### src/sv/iprw_pkg.sv
package iprw_pkg;

  localparam int WORD_W    = 64;
  localparam int LANE_W    = 16;
  localparam int KIND_W    = 2;
  localparam int CFG_IDX_W = 3;
  localparam int V4_GROUPS = 4;
  localparam int V4_BITS   = 8;
  localparam int LANES_PER_WORD = WORD_W / LANE_W;

  localparam logic [WORD_W-1:0] VOL_EXCLUDED = 64'd2;

  localparam logic [KIND_W-1:0] KIND_RESTART = 2'd0;
  localparam logic [KIND_W-1:0] KIND_NEXT    = 2'd1;
  localparam logic [KIND_W-1:0] KIND_CHECK   = 2'd2;

  localparam logic [CFG_IDX_W-1:0] CFG_IS_IPV6    = 3'd0;
  localparam logic [CFG_IDX_W-1:0] CFG_MASKED     = 3'd1;
  localparam logic [CFG_IDX_W-1:0] CFG_FROM_UPPER = 3'd2;
  localparam logic [CFG_IDX_W-1:0] CFG_FROM_LOWER = 3'd3;
  localparam logic [CFG_IDX_W-1:0] CFG_TO_UPPER   = 3'd4;
  localparam logic [CFG_IDX_W-1:0] CFG_TO_LOWER   = 3'd5;

  typedef enum logic [2:0] {
    LANE_HOLD,
    LANE_LOAD,
    LANE_LOAD_INC,
    LANE_CLEAR,
    LANE_INC,
    LANE_RESET
  } lane_op_t;

  typedef struct packed {
    logic lt;
    logic nonempty;
    logic inverted;
    logic probe_ok;
    logic cur_eq;
    logic inc_eq;
  } lane_stat_t;

  typedef enum logic [2:0] {
    VOL_IDLE,
    VOL_LO,
    VOL_HI,
    VOL_ADD,
    VOL_FIN
  } vol_state_t;

endpackage

### src/sv/iprw_lane.sv
module iprw_lane #(
  parameter int IDX   = 0,
  parameter int GRP_W = 16
) (
  input  logic                           clk,
  input  logic                           rst,
  input  logic                           is_ipv6,
  input  logic [iprw_pkg::LANE_W-1:0]    from_lane,
  input  logic [iprw_pkg::LANE_W-1:0]    to_lane,
  input  logic [iprw_pkg::LANE_W-1:0]    probe_lane,
  input  iprw_pkg::lane_op_t             op,
  output iprw_pkg::lane_stat_t           stat,
  output logic [GRP_W:0]                 cnt,
  output logic [iprw_pkg::LANE_W-1:0]    addr
);
  import iprw_pkg::*;

  logic [GRP_W-1:0]   cur;
  logic [GRP_W-1:0]   cur_next;
  logic [GRP_W-1:0]   f;
  logic [GRP_W-1:0]   t;
  logic [GRP_W:0]     cur_inc;
  logic [V4_BITS-1:0] from_inc;
  logic               active;

  assign active   = is_ipv6 || (IDX < V4_GROUPS);
  assign f        = is_ipv6 ? from_lane[GRP_W-1:0] : GRP_W'(from_lane[V4_BITS-1:0]);
  assign t        = is_ipv6 ? to_lane[GRP_W-1:0]   : GRP_W'(to_lane[V4_BITS-1:0]);
  assign cur_inc  = {1'b0, cur} + (GRP_W+1)'(1);
  assign from_inc = from_lane[V4_BITS-1:0] + V4_BITS'(1);
  assign cnt      = {1'b0, t} - {1'b0, f} + (GRP_W+1)'(1);

  assign stat.lt       = cur < t;
  assign stat.nonempty = f < t;
  assign stat.inverted = t < f;
  assign stat.probe_ok = (probe_lane >= LANE_W'(f)) && (probe_lane <= LANE_W'(t));
  assign stat.cur_eq   = cur == t;
  assign stat.inc_eq   = cur_inc == {1'b0, t};

  always_comb begin
    case (op)
      LANE_HOLD:     cur_next = cur;
      LANE_LOAD:     cur_next = f;
      LANE_LOAD_INC: cur_next = GRP_W'(from_inc);
      LANE_CLEAR:    cur_next = '0;
      LANE_INC:      cur_next = cur_inc[GRP_W-1:0];
      LANE_RESET:    cur_next = (f < t) ? f : cur;
      default:       cur_next = cur;
    endcase
  end

  assign addr = active ? LANE_W'(cur_next) : '0;

  always_ff @(posedge clk) begin
    if (rst) begin
      cur <= '0;
    end else begin
      cur <= cur_next;
    end
  end

endmodule

### src/sv/iprw_merge.sv
module iprw_merge #(
  parameter int MAX_GROUPS = 8
) (
  input  logic [iprw_pkg::KIND_W-1:0]               kind,
  input  logic                                      accept,
  input  logic                                      is_ipv6,
  input  logic                                      masked,
  input  iprw_pkg::lane_stat_t [MAX_GROUPS-1:0]     stat,
  output iprw_pkg::lane_op_t   [MAX_GROUPS-1:0]     op,
  output logic                                      more,
  output logic                                      in_range
);
  import iprw_pkg::*;

  logic v4m;

  assign v4m = !is_ipv6 && masked;

  always_comb begin
    logic found;
    logic all_eq;
    logic ok;
    logic active;
    found    = 1'b0;
    all_eq   = 1'b1;
    ok       = 1'b1;
    more     = 1'b0;
    in_range = 1'b0;
    for (int g = 0; g < MAX_GROUPS; g++) begin
      op[g] = LANE_HOLD;
    end
    if (accept) begin
      case (kind)
        KIND_RESTART: begin
          for (int g = 0; g < MAX_GROUPS; g++) begin
            active = is_ipv6 || (g < V4_GROUPS);
            if (!active) begin
              op[g] = LANE_CLEAR;
            end else if (v4m && (g == V4_GROUPS - 1)) begin
              op[g] = LANE_LOAD_INC;
            end else begin
              op[g] = LANE_LOAD;
            end
          end
          more = 1'b1;
        end
        KIND_NEXT: begin
          for (int g = MAX_GROUPS - 1; g >= 0; g--) begin
            active = is_ipv6 || (g < V4_GROUPS);
            if (active) begin
              if (found) begin
                all_eq = all_eq && stat[g].cur_eq;
              end else if (stat[g].lt) begin
                op[g]  = LANE_INC;
                found  = 1'b1;
                all_eq = all_eq && stat[g].inc_eq;
              end else begin
                op[g]  = LANE_RESET;
                all_eq = all_eq && !stat[g].nonempty && stat[g].cur_eq;
              end
            end
          end
          more = found && !(v4m && all_eq);
        end
        KIND_CHECK: begin
          for (int g = 0; g < MAX_GROUPS; g++) begin
            active = is_ipv6 || (g < V4_GROUPS);
            if (active) begin
              ok = ok && stat[g].probe_ok;
            end
          end
          in_range = ok;
        end
        default: begin
        end
      endcase
    end
  end

endmodule

### src/sv/iprw_volume.sv
module iprw_volume #(
  parameter int MAX_GROUPS = 8,
  parameter int GRP_W      = 16
) (
  input  logic                                   clk,
  input  logic                                   rst,
  input  logic                                   start,
  input  logic                                   is_ipv6,
  input  logic                                   masked,
  input  logic [MAX_GROUPS-1:0][GRP_W:0]         cnt,
  input  logic [MAX_GROUPS-1:0]                  inverted,
  output logic                                   busy,
  output logic [iprw_pkg::WORD_W-1:0]            volume
);
  import iprw_pkg::*;

  localparam int GW   = (MAX_GROUPS > 1) ? $clog2(MAX_GROUPS) : 1;
  localparam int HALF = WORD_W / 2;
  localparam int PW   = HALF + GRP_W + 1;
  localparam int SUMW = WORD_W + GRP_W + 2;

  vol_state_t state;
  vol_state_t state_next;

  logic [GW-1:0]         gidx;
  logic [GW-1:0]         last;
  logic [WORD_W-1:0]     acc;
  logic                  sat;
  logic [PW-1:0]         plo;
  logic [PW-1:0]         phi;
  logic [HALF-1:0]       mul_a;
  logic [PW-1:0]         prod;
  logic [SUMW-1:0]       sum;
  logic                  ovf;
  logic [MAX_GROUPS-1:0] active_mask;
  logic                  any_inv;

  always_comb begin
    for (int g = 0; g < MAX_GROUPS; g++) begin
      active_mask[g] = is_ipv6 || (g < V4_GROUPS);
    end
  end

  assign any_inv = |(inverted & active_mask);
  assign last    = is_ipv6 ? GW'(MAX_GROUPS - 1) : GW'(V4_GROUPS - 1);
  assign mul_a   = (state == VOL_HI) ? acc[WORD_W-1:HALF] : acc[HALF-1:0];
  assign prod    = PW'(mul_a) * PW'(cnt[gidx]);
  assign sum     = {1'b0, phi, {HALF{1'b0}}} + {{(SUMW-PW){1'b0}}, plo};
  assign ovf     = |sum[SUMW-1:WORD_W];
  assign busy    = state != VOL_IDLE;

  always_comb begin
    state_next = state;
    case (state)
      VOL_IDLE: state_next = VOL_IDLE;
      VOL_LO:   state_next = VOL_HI;
      VOL_HI:   state_next = VOL_ADD;
      VOL_ADD:  state_next = (gidx == last) ? VOL_FIN : VOL_LO;
      VOL_FIN:  state_next = VOL_IDLE;
      default:  state_next = VOL_IDLE;
    endcase
    if (start) begin
      state_next = VOL_LO;
    end
  end

  always_ff @(posedge clk) begin
    if (rst) begin
      state <= VOL_IDLE;
    end else begin
      state <= state_next;
    end
  end

  always_ff @(posedge clk) begin
    if (rst) begin
      volume <= WORD_W'(1);
      acc    <= WORD_W'(1);
      sat    <= 1'b0;
      gidx   <= '0;
    end else if (start) begin
      acc  <= WORD_W'(1);
      sat  <= 1'b0;
      gidx <= '0;
    end else begin
      case (state)
        VOL_LO: plo <= prod;
        VOL_HI: phi <= prod;
        VOL_ADD: begin
          if (!sat) begin
            if (ovf) begin
              sat <= 1'b1;
            end else begin
              acc <= sum[WORD_W-1:0];
            end
          end
          gidx <= gidx + GW'(1);
        end
        VOL_FIN: begin
          if (any_inv) begin
            volume <= '0;
          end else if (sat) begin
            volume <= '1;
          end else if (!is_ipv6 && masked) begin
            volume <= (acc >= VOL_EXCLUDED) ? acc - VOL_EXCLUDED : '0;
          end else begin
            volume <= acc;
          end
        end
        default: begin
        end
      endcase
    end
  end

endmodule

### src/sv/ip_range_address_walker.sv
// Walks an IP address range group by group, one lane per group. Each item
// (restart, next or check) is answered by a registered result: the lanes
// compare the current group values against their bounds and the merge
// stage picks the odometer carry position, so the block takes one item per
// cycle while the result register drains and the volume is not busy. The
// range volume depends on configuration only; after each configuration
// write a shared 32 x (GRP_W+1) multiplier recomputes it (low product, high
// product and add per active group, then a final step); input is held off.
module ip_range_address_walker #(
  parameter int MAX_GROUPS = 8,
  parameter int GRP_W      = 16
) (
  input  logic                                clk,
  input  logic                                rst,
  input  logic                                cfg_valid,
  output logic                                cfg_ready,
  input  logic [iprw_pkg::CFG_IDX_W-1:0]      cfg_index,
  input  logic [iprw_pkg::WORD_W-1:0]         cfg_data,
  input  logic                                s_axis_tvalid,
  output logic                                s_axis_tready,
  // probe_upper[63:0], probe_lower[127:64]
  input  logic [127:0]                        s_axis_tdata,
  // kind[1:0]
  input  logic [iprw_pkg::KIND_W-1:0]         s_axis_tuser,
  output logic                                m_axis_tvalid,
  input  logic                                m_axis_tready,
  // address_upper[63:0], address_lower[127:64], more[128], in_range[129],
  // volume[193:130], zero[199:194]
  output logic [199:0]                        m_axis_tdata
);
  import iprw_pkg::*;

  logic              is_ipv6;
  logic              masked;
  logic [WORD_W-1:0] from_upper;
  logic [WORD_W-1:0] from_lower;
  logic [WORD_W-1:0] to_upper;
  logic [WORD_W-1:0] to_lower;

  logic cfg_accept;
  logic accept;
  logic vol_busy;
  logic more;
  logic in_range;

  logic [WORD_W-1:0]                  volume;
  lane_stat_t [MAX_GROUPS-1:0]        stat;
  lane_op_t   [MAX_GROUPS-1:0]        op;
  logic [MAX_GROUPS-1:0][GRP_W:0]     cnt;
  logic [MAX_GROUPS-1:0]              inverted;
  logic [2*LANES_PER_WORD-1:0][LANE_W-1:0] addr;
  logic [WORD_W-1:0]                  addr_upper;
  logic [WORD_W-1:0]                  addr_lower;

  assign cfg_ready     = 1'b1;
  assign cfg_accept    = cfg_valid && cfg_ready;
  assign s_axis_tready = !vol_busy && (!m_axis_tvalid || m_axis_tready);
  assign accept        = s_axis_tvalid && s_axis_tready;

  always_ff @(posedge clk) begin
    if (rst) begin
      is_ipv6    <= 1'b0;
      masked     <= 1'b0;
      from_upper <= '0;
      from_lower <= '0;
      to_upper   <= '0;
      to_lower   <= '0;
    end else if (cfg_accept) begin
      case (cfg_index)
        CFG_IS_IPV6:    is_ipv6    <= cfg_data[0];
        CFG_MASKED:     masked     <= cfg_data[0];
        CFG_FROM_UPPER: from_upper <= cfg_data;
        CFG_FROM_LOWER: from_lower <= cfg_data;
        CFG_TO_UPPER:   to_upper   <= cfg_data;
        CFG_TO_LOWER:   to_lower   <= cfg_data;
        default: begin
        end
      endcase
    end
  end

  for (genvar g = 0; g < 2 * LANES_PER_WORD; g++) begin : g_lane
    localparam int SH = WORD_W - LANE_W * (g % LANES_PER_WORD + 1);
    if (g < MAX_GROUPS) begin : g_used
      logic [LANE_W-1:0] from_lane;
      logic [LANE_W-1:0] to_lane;
      logic [LANE_W-1:0] probe_lane;
      if (g < LANES_PER_WORD) begin : g_up
        assign from_lane  = from_upper[SH +: LANE_W];
        assign to_lane    = to_upper[SH +: LANE_W];
        assign probe_lane = s_axis_tdata[SH +: LANE_W];
      end else begin : g_lo
        assign from_lane  = from_lower[SH +: LANE_W];
        assign to_lane    = to_lower[SH +: LANE_W];
        assign probe_lane = s_axis_tdata[WORD_W + SH +: LANE_W];
      end
      iprw_lane #(
        .IDX   (g),
        .GRP_W (GRP_W)
      ) u_lane (
        .clk        (clk),
        .rst        (rst),
        .is_ipv6    (is_ipv6),
        .from_lane  (from_lane),
        .to_lane    (to_lane),
        .probe_lane (probe_lane),
        .op         (op[g]),
        .stat       (stat[g]),
        .cnt        (cnt[g]),
        .addr       (addr[g])
      );
      assign inverted[g] = stat[g].inverted;
    end else begin : g_unused
      assign addr[g] = '0;
    end
    if (g < LANES_PER_WORD) begin : g_pack_up
      assign addr_upper[SH +: LANE_W] = addr[g];
    end else begin : g_pack_lo
      assign addr_lower[SH +: LANE_W] = addr[g];
    end
  end

  iprw_merge #(
    .MAX_GROUPS (MAX_GROUPS)
  ) u_merge (
    .kind     (s_axis_tuser),
    .accept   (accept),
    .is_ipv6  (is_ipv6),
    .masked   (masked),
    .stat     (stat),
    .op       (op),
    .more     (more),
    .in_range (in_range)
  );

  iprw_volume #(
    .MAX_GROUPS (MAX_GROUPS),
    .GRP_W      (GRP_W)
  ) u_volume (
    .clk      (clk),
    .rst      (rst),
    .start    (cfg_accept),
    .is_ipv6  (is_ipv6),
    .masked   (masked),
    .cnt      (cnt),
    .inverted (inverted),
    .busy     (vol_busy),
    .volume   (volume)
  );

  always_ff @(posedge clk) begin
    if (rst) begin
      m_axis_tvalid <= 1'b0;
    end else if (accept) begin
      m_axis_tvalid <= 1'b1;
    end else if (m_axis_tready) begin
      m_axis_tvalid <= 1'b0;
    end
  end

  always_ff @(posedge clk) begin
    if (accept) begin
      m_axis_tdata <= {6'd0, volume, in_range, more, addr_lower, addr_upper};
    end
  end

endmodule
### config.mk
export PLATFORM = sky130hd
export DESIGN_NAME = ip_range_address_walker
export DESIGN_NICKNAME = d
export VERILOG_FILES = /design/src/sv/iprw_pkg.sv /design/src/sv/iprw_lane.sv /design/src/sv/iprw_merge.sv /design/src/sv/iprw_volume.sv /design/src/sv/ip_range_address_walker.sv
export SDC_FILE = /design/constraint.sdc
export NUM_CORES = 2
export LEC_CHECK = 0
export ABC_AREA = 0
export BUFFER_PORTS_ARGS = -buffer_cell sky130_fd_sc_hd__buf_2
export CAP_MARGIN = 20
export CORE_MARGIN = 2
export CORE_UTILIZATION = 50
export DETAILED_ROUTE_END_ITERATION = 10
export PLACE_DENSITY_LB_ADDON = 0.2
export RECOVER_POWER = 25
export SYNTH_ARGS = -nofsm -noshare
export SYNTH_HDL_FRONTEND = slang
export SYNTH_SLANG_ARGS = --single-unit
### constraint.sdc
create_clock -name clk -period 12.6 [get_ports clk]
set_input_delay 2.52 -clock clk [delete_from_list [all_inputs] [get_ports clk]]
set_output_delay 2.52 -clock clk [all_outputs]
set_load 0.05 [all_outputs]
Word level (Yosys, flattened, before mapping)
Cells that the tools add are included.
{ "word_totals": {"regBits": 814, "inputBits": 202, "wordCells": 415, "out_inout_bits": 203} }
{ "op_classes": {"n_reduce_logical": 79, "n_mux": 159, "order_cmp": 42, "mul": 1, "bitwise": 5, "add_sub_neg": 35, "eq_ne": 68} }
{ "op_table": {"columns": ["op", "count"], "rows": [
  ["$pmux 16 s5", 8],
  ["$lt 16x16->1", 24],
  ["$mux 16", 24],
  ["$mux 64", 4],
  ["$add 16x1->17 const B", 8],
  ["$add 17x1->17 const B", 8],
  ["$eq 17x16->1", 8],
  ["$sub 16x16->17", 8],
  ["$eq 16x16->1", 8],
  ["$ge 16x16->1", 8],
  ["$le 16x16->1", 8],
  ["$mux 1", 101],
  ["$add 81x49->82", 1],
  ["$add 8x1->8 const B", 8],
  ["$ge 64x2->1 const B", 1],
  ["$sub 64x2->64 const B", 1],
  ["$eq 3x2->1 const B", 20],
  ["$eq 3x3->1 const B", 19],
  ["$bmux 17 s3", 1],
  ["$logic_and 1x1->1", 49],
  ["$mul 32x17->49", 1],
  ["$pmux 24 s2", 1],
  ["$mux 3", 13],
  ["$mux 32", 1],
  ["24 further kinds", 56]
]} }

Depth between registers and ports, before layout
{ "depth": {"word_depth": 57, "mapped_depth": 45, "depth_no_buf": 38} }

By module
Synthesis repeated with hierarchy kept, for this count alone.
{ "unflattened": {"hier_cells": 9568, "hier_area_um2": 83109.7} }
{ "modules_own_cells": {"columns": ["module", "cells_per_inst", "area_per_inst_um2", "seq_area_each_um2", "instances"], "rows": [
  ["iprw_volume", 3285, 29201.8, 5645.4, 1],
  ["ip_range_address_walker", 1120, 16143.0, 11010.6, 1],
  ["iprw_lane (g_lane[0].g_used.u_lane ...)", 641, 4687.0, 320.3, 3],
  ["iprw_lane (g_lane[5].g_used.u_lane ...)", 635, 4673.2, 320.3, 3],
  ["iprw_lane (g_lane[4].g_used.u_lane)", 648, 4754.6, 320.3, 1],
  ["iprw_lane (g_lane[3].g_used.u_lane)", 623, 4548.1, 320.3, 1],
  ["iprw_merge", 64, 381.6, 0.0, 1]
]} }

Worst setup path after synthesis
Ideal clock, no wire load.
{ "synth_timing": {"path_type": "register -> register", "start": "register is_ipv6", "end": "register u_volume.phi[42] (data pin)", "required_time_ps": 12331, "path_buffers": 9, "path_slack_ps": 1186, "path_stages_with_launch": 45, "arrival_time_ps": 11145, "period_less_slack_ps": 11414, "setup_time_ps": 269, "cell_sequence": "dfxtp_1 -> clkbuf_1 -> clkbuf_1 -> buf_1 -> clkbuf_1 -> clkbuf_1 -> clkbuf_1 -> clkbuf_1 -> clkbuf_1 -> nand2_1 -> ha_1 -> ha_1 -> a21oi_1 -> nor2_1 -> a2111oi_0 -> o21ai_0 -> a21o_1 -> a31oi_1 -> [... 9 more ...] -> fa_1 -> fa_1 -> inv_1 -> fa_1 -> inv_1 -> fa_1 -> ha_1 -> nand4_1 -> nor2_1 -> nor3_1 -> a31oi_1 -> and3_1 -> o41ai_1 -> o221ai_1 -> o41ai_1 -> o21ai_0 -> o21ai_0 -> xnor2_1"} }
{ "synth_between": {"elab_chain_len": 6, "word_cells_on_any_way": 35, "classes_between": "add/sub (16); mul (1); mux (18)"} }
{ "synth_rtl": {"columns": ["element", "line_no", "rtl"], "rows": [
  ["start: declaration", "ip_range_address_walker.sv:33", "logic is_ipv6;"],
  ["start signal: assignment", "ip_range_address_walker.sv:70", "CFG_IS_IPV6: is_ipv6 <= cfg_data[0];"],
  ["$mux 16 (on tied branches)", "iprw_lane.sv:28, iprw_lane.sv:27", null],
  ["$sub 16x16->17", "iprw_lane.sv:31", "assign cnt = {1'b0, t} - {1'b0, f} + (GRP_W+1)'(1);"],
  ["$add 17x1->17", "iprw_lane.sv:31", null],
  ["$bmux 17 s3 *", "iprw_volume.sv:47", "assign prod = PW'(mul_a) * PW'(cnt[gidx]);"],
  ["$mux 17 (implied by the code) *", "iprw_volume.sv:47", null],
  ["$mul 32x17->49 *", "iprw_volume.sv:47", null],
  ["net u_volume.prod[42]", "iprw_volume.sv:32", "logic [PW-1:0] prod;"],
  ["end signal: assignment", "iprw_volume.sv:88", "VOL_HI: phi <= prod;"],
  ["end: declaration", "iprw_volume.sv:30", "logic [PW-1:0] phi;"]
]} }
Mark *: on every way through the listed nets, which the timed path passes. The rest lies on a longest branch. The select of a mux whose other input is x is not followed.
A chain may end at the register's enable or synchronous reset.

Worst setup path in the final report
{ "layout_timing": {"start": "register is_ipv6", "end": "register u_volume.phi[47] (data pin)"} }
Same word-level chain as after synthesis.

==> impl_metrics.toml <==
[grt]
grt.overflow.total = 0
antenna_found_initial = 19
grt_first_pass_wirelength_mm = 391
grt_pass1_vias = 61050
grt_max_degree = 95
grtUsageTotal = 0.353

[finish]
n_fill_cell = 13338
drive_gt1_frac = 0.0825
syn_to_final_growth_pct = 9.64
num-nets-final = 10170
final_cell_mix = "1,392 x nand2_1, 909 x ha_1, 806 x inv_1"
layout_commonest_cell = "nand2_1"

[sta]
post-route-period-util = 0.936
rsz0062_at_grt = "no"
timing.fmax_mhz = 84.8
hold_viol = 0
setup_tns_ns = 0
worstMarginPinSlew_ns = 4.77
holdWs_ns = 0.429
slew_headroom = -2.18
period_minus_slack_ns = 11.79
drv_slew = 475
skew_ns = 0.0714
setup_viol = 0

[hold_path]
hold_path_class = "register to register"

[detailed_routing]
via_per_inst = 6.04
drtAntennaViolNets = 0
wire_per_inst_um = 25.0
post-route-drc-count = 0
drt_first_pass_iters = 6
drt_iter0_markers = 6806
vias = 63970
routed_wl_mm = 264

[yosys]
synthCells = 8364
synth_ff_type = "dfxtp_1"
yosys_warnings = 0
yosys.cell_types.count = 87
ys_seq_area_frac = 0.266
yosysTopAreaCellShare = 0.158
synth_area_leaders = "ha_1 16%, dfxtp_1 14%, fa_1 13%"
synth-edff-count = 292
synth_area_per_cell_sq_um = 8.63
synth_area_sq_mm = 0.0722
async_flop_share = 0
synth_top_area_cell = "ha_1"
synth-seq-cells = 814

[cts]
htreeDepth = 3
clk_path_buf_depth = 3
numCtsBuffers = 91
cts.clk_slew.worst_paths_ns = 0.07
cts_resized = 0
clock_sinks = 814
tritoncts = "done"
clock_latency_ns = 0.76
hold_buffers = 0
cts_root_buf = "clkbuf_16"
post-cts-setup-buffer-count = 0

[floorplanning]
rows = 139
die_area_sq_mm = 0.147
start_util = 0.503
core_area_sq_mm = 0.143
die_h_um = 384
die_x_um = 384
io_pins = 405

[job]
max_cap_viol_count = 8

[critical_path]
path_class = "register to register"
cp_num_buf_inv = 3
cp_slowest_stage_delay_ns = 0.98
cp_data_required_time_ns = 13.02
crit_top_cell = "fa_1"
worstSetupStartpointType = "register"
crit_fanout = 79
critical-path-top-delay-family = "adder cells"
cp.arrival_ns = 12.21
slowest_stage = "dfxtp_4"
critPathCaptureType = "register"

[placed_design]
place_congestion = 1.03
port_buffers = 397
post-dp-hpwl_mm = 209

[outcome]
violations = "capacitance limit, slew limit"
status = "complete, but fails checks"

[power]
vdd_drop_max_v = 0.000117
power.leakage_uw = 0.0354
power.density_mw_per_mm2 = 88.7
p_total_uw = 7020
final cells by class:
class | instances | area, sq um | area share
Antenna cell | 12 | 30.0 | 0.000380
Clock buffer | 116 | 2500 | 0.0317
Clock inverter | 56 | 641 | 0.00810
Inverter | 810 | 3040 | 0.0385
Multi-Input combinational cell | 6393 | 48700 | 0.616
Sequential cell | 814 | 19200 | 0.243
Tap cell | 1903 | 2380 | 0.0301
Timing Repair Buffer | 489 | 2590 | 0.0327
synth_stat cells, drive strengths merged, types with 13 or more instances:
| cell type | n |
|---|---|
| buf | 45 |
| ha | 909 |
| and3 | 74 |
| mux2 | 33 |
| o21ai | 362 |
| o311ai | 20 |
| nand3 | 170 |
| or3 | 41 |
| clkbuf | 307 |
| a221oi | 17 |
| and2 | 70 |
| nor2 | 543 |
| xnor2 | 214 |
| and4 | 20 |
| or2 | 23 |
| a22o | 26 |
| edfxtp | 292 |
| o211ai | 41 |
| a21o | 171 |
| a2111oi | 25 |
| fa | 460 |
| o21bai | 20 |
| a221o | 15 |
| o31ai | 16 |
| o21a | 45 |
| nand2b | 62 |
| a21oi | 667 |
| nor2b | 111 |
| xor2 | 141 |
| nand4 | 113 |
| a211oi | 71 |
| nand2 | 1396 |
| inv | 808 |
| nor4 | 48 |
| a211o | 13 |
| or4 | 19 |
| a31oi | 46 |
| dfxtp | 522 |
| mux2i | 94 |
| o2bb2ai | 13 |
| mux4 | 23 |
| nor3 | 117 |
routing by layer:
| metal | GRT usage | routed length (um) | up-vias | part of all wire |
|---|---|---|---|---|
| li1 | - | - | 29059 | - |
| met1 | 0.507 | 115000 | 31076 | 0.43 |
| met2 | 0.512 | 108000 | 3338 | 0.41 |
| met3 | 0.0881 | 31100 | 487 | 0.12 |
| met4 | 0.126 | 10300 | 10 | 0.039 |
| met5 | 0 | 66 | - | 0.00025 |
sequential cells by signal (all words and copies together) (netlist names):
signal	flops
m_axis_tdata	194
g_lane.g_used.u_lane.cur	128
from_lower	64
from_upper	64
to_lower	64
to_upper	64
u_volume.acc	64
u_volume.volume	64
u_volume.phi	49
u_volume.plo	49
u_volume.gidx	3
u_volume.state	3
is_ipv6	1
m_axis_tvalid	1
masked	1
u_volume.sat	1
worst reg2reg max path: cells and delay by family (launching register included):
| kind | cells | cell delay [ns] |
|---|---|---|
| xor+xnor | 1 | 0.11 |
| flops | 1 | 0.98 |
| compound gates | 10 | 3.98 |
| simple gates | 6 | 1.26 |
| mux | 1 | 0.11 |
| buf+inv | 3 | 0.66 |
| fa+ha+maj | 9 | 4.36 |
report_power, final:
group | internal [uW] | total [uW] | switching [uW]
Clock | 1550 | 2810 | 1260
Combinational | 406 | 1390 | 980
Sequential | 2790 | 2820 | 37.1
path summary, 6_finish.rpt:
check	startpoint	to	slack, ns	cells after the start
hold / removal	u_volume.volume[35]$_SDFFE_PP0P_	m_axis_tdata[165]$_DFFE_PP_	0.43	0
setup reg to reg	is_ipv6$_SDFFE_PP0P_	u_volume.phi[47]$_DFFE_PP_	0.81	30
hold reg to reg	u_volume.volume[35]$_SDFFE_PP0P_	m_axis_tdata[165]$_DFFE_PP_	0.43	0
setup / recovery	is_ipv6$_SDFFE_PP0P_	u_volume.phi[47]$_DFFE_PP_	0.81	30
cell families (layout without fill, tap and decap cells):
group,Yosys count,after routing,share of synthesized area
AOI/OAI and AO/OA,1668,1668,0.141
xor gates and xnor gates,356,356,0.0434
adders and majority gates,1369,1369,0.285
buffers and inverters,1162,1471,0.0612
DFF,814,814,0.266
muxes,150,150,0.0254
other,2,19,0.000104
and+or+nand+nor,2843,2843,0.177
stage by stage:
stage / cell area (sq um) / util / setup slack, ns / cells
floorplan: 72200 / - / 1.19 / 8369
global placement: 76000 / 0.530 / 1.28 / 10403
detailed placement: 76000 / 0.530 / 1.12 / 10406
CTS: 79200 / 0.552 / 1.10 / 10578
global route: 79100 / 0.551 / 0.315 / 10585
finish: 79100 / 0.551 / 0.805 / 10593
Note: power is estimated with default switching activity, not from simulation.
